<file path="src/rtl/sbmq_pkg.sv">
// Shared types and constants of the shared-buffer multi-queue block.
`default_nettype none
package sbmq_pkg;

	typedef enum logic [1:0] {
		OP_ENQ     = 2'd0,
		OP_DEQ     = 2'd1,
		OP_INSPECT = 2'd2
	} op_t;

	localparam logic [1:0] STAT_OK      = 2'd0;
	localparam logic [1:0] STAT_NO_SLOT = 2'd1;
	localparam logic [1:0] STAT_EMPTY   = 2'd2;

	typedef enum logic [2:0] {
		S_IDLE,
		S_EVAL,
		S_ENQ_LINK,
		S_ENQ_COMMIT,
		S_DEQ_COMMIT,
		S_FRONT,
		S_BACK,
		S_DONE
	} state_t;

	// Commands from the controller to the datapath.
	typedef struct packed {
		logic       capture;
		logic       load_ptr;
		logic [1:0] status;
		logic       enq_start;
		logic       deq_start;
		logic       link_tail;
		logic       enq_commit;
		logic       deq_commit;
		logic       rd_front;
		logic       rd_back;
		logic       finish;
	} ctrl_t;

	// Status from the datapath to the controller.
	typedef struct packed {
		logic is_enq;
		logic is_deq;
		logic qok;
		logic q_nonempty;
		logic free_avail;
		logic cur_nonempty;
		logic head_ends;
	} stat_t;

endpackage
`default_nettype wire

</file>
<file path="src/rtl/sbmq_ctrl.sv">
// Controller state machine that sequences one queue operation.
`default_nettype none
module sbmq_ctrl (
	input  wire logic            clk,
	input  wire logic            arst_n,
	input  wire logic            start,
	input  wire sbmq_pkg::stat_t stat,
	output sbmq_pkg::ctrl_t      cmd,
	output logic                 busy,
	output logic                 done
);
	import sbmq_pkg::*;

	state_t state_q;
	state_t state_nx;
	logic   done_q;

	always_ff @(posedge clk or negedge arst_n) begin
		if (!arst_n) begin
			state_q <= S_IDLE;
			done_q  <= 1'b0;
		end else begin
			state_q <= state_nx;
			done_q  <= cmd.finish;
		end
	end

	always_comb begin
		cmd      = '0;
		state_nx = state_q;
		unique case (state_q)
			S_IDLE: begin
				if (start) begin
					cmd.capture = 1'b1;
					state_nx    = S_EVAL;
				end
			end
			S_EVAL: begin
				cmd.load_ptr = 1'b1;
				state_nx     = S_FRONT;
				if (stat.is_enq) begin
					if (stat.qok && stat.free_avail) begin
						cmd.status    = STAT_OK;
						cmd.enq_start = 1'b1;
						state_nx      = S_ENQ_LINK;
					end else begin
						cmd.status = STAT_NO_SLOT;
					end
				end else if (stat.is_deq) begin
					if (stat.qok && stat.q_nonempty) begin
						cmd.status    = STAT_OK;
						cmd.deq_start = 1'b1;
						state_nx      = S_DEQ_COMMIT;
					end else begin
						cmd.status = STAT_EMPTY;
					end
				end else begin
					cmd.status = STAT_OK;
				end
			end
			S_ENQ_LINK: begin
				// Only a queue that already holds slots has a tail to link from.
				cmd.link_tail = stat.cur_nonempty;
				state_nx      = S_ENQ_COMMIT;
			end
			S_ENQ_COMMIT: begin
				cmd.enq_commit = 1'b1;
				state_nx       = S_FRONT;
			end
			S_DEQ_COMMIT: begin
				cmd.deq_commit = 1'b1;
				state_nx       = S_FRONT;
			end
			S_FRONT: begin
				cmd.rd_front = 1'b1;
				state_nx     = S_BACK;
			end
			S_BACK: begin
				cmd.rd_back = 1'b1;
				state_nx    = S_DONE;
			end
			S_DONE: begin
				cmd.finish = 1'b1;
				state_nx   = S_IDLE;
			end
			default: begin
				state_nx = S_IDLE;
			end
		endcase
	end

	assign busy = (state_q != S_IDLE);
	assign done = done_q;

endmodule
`default_nettype wire

</file>
<file path="config.mk">
export PLATFORM = sky130hd
export DESIGN_NAME = sbmq_ctrl
export DESIGN_NICKNAME = d
export VERILOG_FILES = /design/src/rtl/sbmq_pkg.sv /design/src/rtl/sbmq_ctrl.sv
export SDC_FILE = /design/constraint.sdc
export NUM_CORES = 1
export LEC_CHECK = 0
export ABC_AREA = 1
export BUFFER_PORTS_ARGS = -buffer_cell sky130_fd_sc_hd__clkbuf_2
export CORE_AREA = 2 2 39 41
export DETAILED_ROUTE_END_ITERATION = 16
export DIE_AREA = 0 0 41 43
export GPL_TIMING_DRIVEN = 0
export HOLD_SLACK_MARGIN = 0.15
export REMOVE_ABC_BUFFERS = 1
export SLEW_MARGIN = 10
export SYNTH_ARGS = -nofsm -noshare
export SYNTH_HDL_FRONTEND = slang
export SYNTH_SLANG_ARGS = --single-unit
</file>
<file path="constraint.sdc">
create_clock -name clk -period 1 [get_ports clk]
set_clock_uncertainty 0.2 [all_clocks]
set_input_delay 0.1 -clock clk [delete_from_list [all_inputs] [get_ports clk]]
set_output_delay 0.1 -clock clk [all_outputs]
set_load 0.005 [all_outputs]
</file>
After elaboration in Yosys (flattened, before gate mapping)

Cells that the tools add are included.
Widths: inputs -> output; s select.

Equal/unequal tests: 8
Muxes and demuxes: 24
Reductions and logical operators: 5

Operators by type and width:

| operator           | count |
|---|---|
| $pmux 3 s7         | 1 |
| $mux 1             | 16 |
| $eq 3x3->1 const B | 4 |
| $mux 3             | 3 |
| $eq 3x2->1 const B | 2 |
| $mux 2             | 3 |
| $mux 5             | 1 |
| $eq 3x1->1 const B | 1 |
| $logic_not 3->1    | 1 |
| $reduce_bool 3->1  | 1 |
| $logic_and 1x1->1  | 2 |
| $ne 2x2->1 const B | 1 |
| $reduce_or 2->1    | 1 |

Register bits: 4
Input port bits: 10
Output and inout port bits: 14
Word-level logic and storage cells: 39

Depth between registers and ports, before layout

Depth after elaboration: 5
Gate-level depth with buffers: 5

Least setup slack after synthesis

OpenSTA, ideal clock, no wires.

Path kind: register to output
From: register state_q[1]
To: output port cmd[8] (netlist bit)
Arrival: 0.849 ns
Slack: -0.149 ns
Stages on the path, launching flop included: 6
Cell sequence: dfrtp_1 inv_2 nand2_2 nor2_4 nand2_1 a21oi_1

RTL lines:

| item                   | line            | text |
|---|---|---|
| start, declared        | sbmq_ctrl.sv:14 | `state_t state_q;` |
| start signal, assigned | sbmq_ctrl.sv:23 | `state_q <= state_nx;` |
| end, declared          | sbmq_ctrl.sv:8  | `output sbmq_pkg::ctrl_t cmd,` |

==> summary.md <==
| Metric | Value |
|---|---|
| I/O Pins | `24` |
| Starting density of the core | `0.212` |
| Delay-heaviest family, CP | `buffers and inverters` |
| Post-route ant nets | `0` |
| Max cap viols | `0` |
| Tcrit/Tclk final | `1.46` |
| Worst reg-to-reg setup slack | `-300 ps` |
| Sequential element share of the synthesized area | `0.342` |
| Slew @ Worst Pin | `between 200 and 250 ps` |
| Worst Path Max Fanout | `3` |
| Die Area | `0.00176 mm²` |
| Post-synthesis cell count | `43` |
| Hold_ws | `around 1.5 ps` |
| FF+latch area | `~100 µm²` |
| Fillers | `between 100 and 150` |
| Hold Vio Cnt, Final | `0` |
| Critical Path Start Type | `flip-flop` |
| Dpl cell area | `423 µm²` |
| Antenna violations before repair | `0` |
| Worst-path cell chain | `inv_2 -> buf_4 -> nor2_4 -> inv_2 -> nor2_1 -> buf_2` |
| Crit path kind | `flip-flop to output pin` |
| CTS Hold Bufs | `2` |
| DR pass1 iterations | `4` |
| Worst slew margin | `0.837` |
| Clock Path Buffers | `2` |
| Commonest non-fill, non-tap cell in the layout | `clkbuf_2` |
| Leakage Power | `a little over 0.0003 µW` |
| Yosys cell types | `14` |
| Fraction of layout cells with a size suffix above 1 | `0.640` |
| Most Frequent Cell on Critical Path | `inv_2` |
| FF+latch count, synth | `4` |
| Core area | `approximately 0.0014 mm²` |
| Total CTS buffers | `3` |
| Outcome | `finished, violations left` |
| Slew Viols, Final | `0` |
| Die height | `43 µm` |
| TritonCTS clock tree | `yes` |
| Vias in the first global route | `359` |
| Util after Layout | `0.408` |
| Cells after DPL | `between 80 and 90` |
| Max IR drop VDD | `just under 0.0009 V` |
| Synthesis Warnings | `0` |
| Final Cell Area | `about 560 µm²` |
| Tightest Hold Check Type | `input pin to asynchronous set/reset pin` |
| Failing checks | `setup timing` |
| Setup WS pre-CTS | `-321 ps` |
| Total wire length | `around 860 µm` |
| Critical Path Max Stage Delay | `about 360 ps` |
| Reg clk slew, reported paths | `40 ps` |
| H-tree depth | `1` |
| PortBufs | `22` |
| Crit end category | `output pin` |
| Switching Fraction | `0.443` |
| Total track usage | `0.118` |
| Initial detailed-routing violation count | `8` |
| CP Buf/Inv Count | `4` |
| CP max-delay cell | `dfrtp_1` |
| DP Wirelength | `about 600 µm` |
| Worst skew pair latency | `between 200 and 250 ps` |
| Fmax | `about 690 MHz` |
| Mapped cell area | `~290 µm²` |
| Final net count | `87` |
| Row count | `14` |
| Net switching power | `around 630 µW` |
| RSZ-0062 raised after global routing | `yes` |
| GP Congestion | `~0.76` |
| Int Power | `about 790 µW` |
| Cell Pwr Density | `approximately 2500 mW/mm²` |
| Mean post-synth cell area | `between 6 and 7 µm²` |
| Residual DRC count | `0` |
| Fin cells | `between 90 and 100` |
| First-pass GRT wire length | `approximately 1400 µm` |
| Comb pwr share | `0.605` |
| Min Tclk post-route | `1460 ps` |
| Die X-Extent | `41 µm` |
| Via count | `approximately 400` |
| Commonest cells after routing, fill and taps aside | `clkbuf_2 (18), nor2_1 (7), nand2_1 (5), inv_1 (5)` |
| Clock power share | `0.140` |
| Sink Count | `4` |
| Vias per inst | `between 4 and 5` |
| Wire length per cell | `between 9 and 10 µm` |
| Root buf cell | `clkbuf_4` |
| Required time of the critical path | `700 ps` |
| Area Overhead vs Synth | `92.7%` |
| Critical path arrival | `around 1200 ps` |
| Largest net degree at the start of global routing | `9` |
| Total congestion overflow | `0` |
| Flop pwr share | `0.255` |
| Setup violations, final | `17` |
| Final WS setup | `-458 ps` |
| Multi-input gate area | `199 µm²` |
| Antenna diode count | `0` |
==> power groups by stage <==
stage	sequential, µW	combinational (µW)	clock [µW]
floorplan	321	366	0
global placement	340	566	0
detailed placement	338	569	0
CTS	344	733	207
global route	375	962	227
finish	362	860	199
==> worst register-to-register path: cells and delay by family, from the launching register on <==
kind | cells | cell delay, ps
flip-flops | 1 | 450
AND/OR/NAND/NOR | 3 | 250
buffers and inverters | 2 | 200
AO/OA/AOI/OAI | 1 | 130
==> area by class of cell <==
class / instances / area share
sequential: 4 / 0.182
tap: 16 / 0.0355
inverter: 9 / 0.0687
clock buffer: 3 / 0.0399
timing repair buffer: 29 / 0.322
multi-input combinational: 30 / 0.353
==> registers in the layout, summed over array words and instances, names as in the netlist <==
register and cells:
done 1, state_q 3
==> cell usage after synthesis, drive strengths merged <==
| cell | instances | area, µm² |
|---|---|---|
| nor4 | 1 | 12.5 |
| o211ai | 1 | 7.51 |
| nand3 | 3 | 25.0 |
| o21ai | 1 | 5.00 |
| a21oi | 4 | 20.0 |
| dfrtp | 4 | 100 |
| nand2 | 8 | 35.0 |
| nor3 | 1 | 5.00 |
| inv | 9 | 33.8 |
| nor2 | 11 | 48.8 |
==> through the flow <==
step           total power, µW  TNS [ps]
6_report                  1420     -5790
5_1_grt                   1560     -7170
4_1_cts                   1280     -5670
3_5_place_dp               908     -2910
3_3_place_gp               906     -2960
2_1_floorplan              687      -850
==> logic make-up after synthesis <==
group,Yosys count,synth area share
and+or+nand+nor,24,0.432
buffers and inverters,9,0.115
AOI/OAI and AO/OA,6,0.111
DFF,4,0.342
==> routing by layer <==
metal  vias up  GRT usage  share of wire
li1        197          -              -
met2        22      0.163           0.51
met3         2     0.0314          0.092
met4         0      0.100          0.014
met5         -          0              0
met1       175      0.142           0.38
==> worst paths after layout <==
check / start / to / cells after the start
hold reg to reg: state_q[2] / state_q[1] / 2
max in group asynchronous: arst_n / state_q[2] / 2
min in group clk: stat[2] / state_q[1] / 3
setup reg to reg: state_q[0] / state_q[0] / 6
hold / removal: arst_n / state_q[1] / 2
setup / recovery: state_q[1] / cmd[1] / 6
==> repair_timing <==
| action | 4_1_cts | 5_1_grt |
|---|---|---|
| buffers inserted | 4 | 1 |
| hold endpoints to repair | 7 | 4 |
| gates cloned | 0 | 0 |
| pin swaps | 4 | 5 |
| endpoints found under the setup margin | 17 | 18 |
| resized for setup | 6 | 16 |
Power figures use the tool's default switching activity.
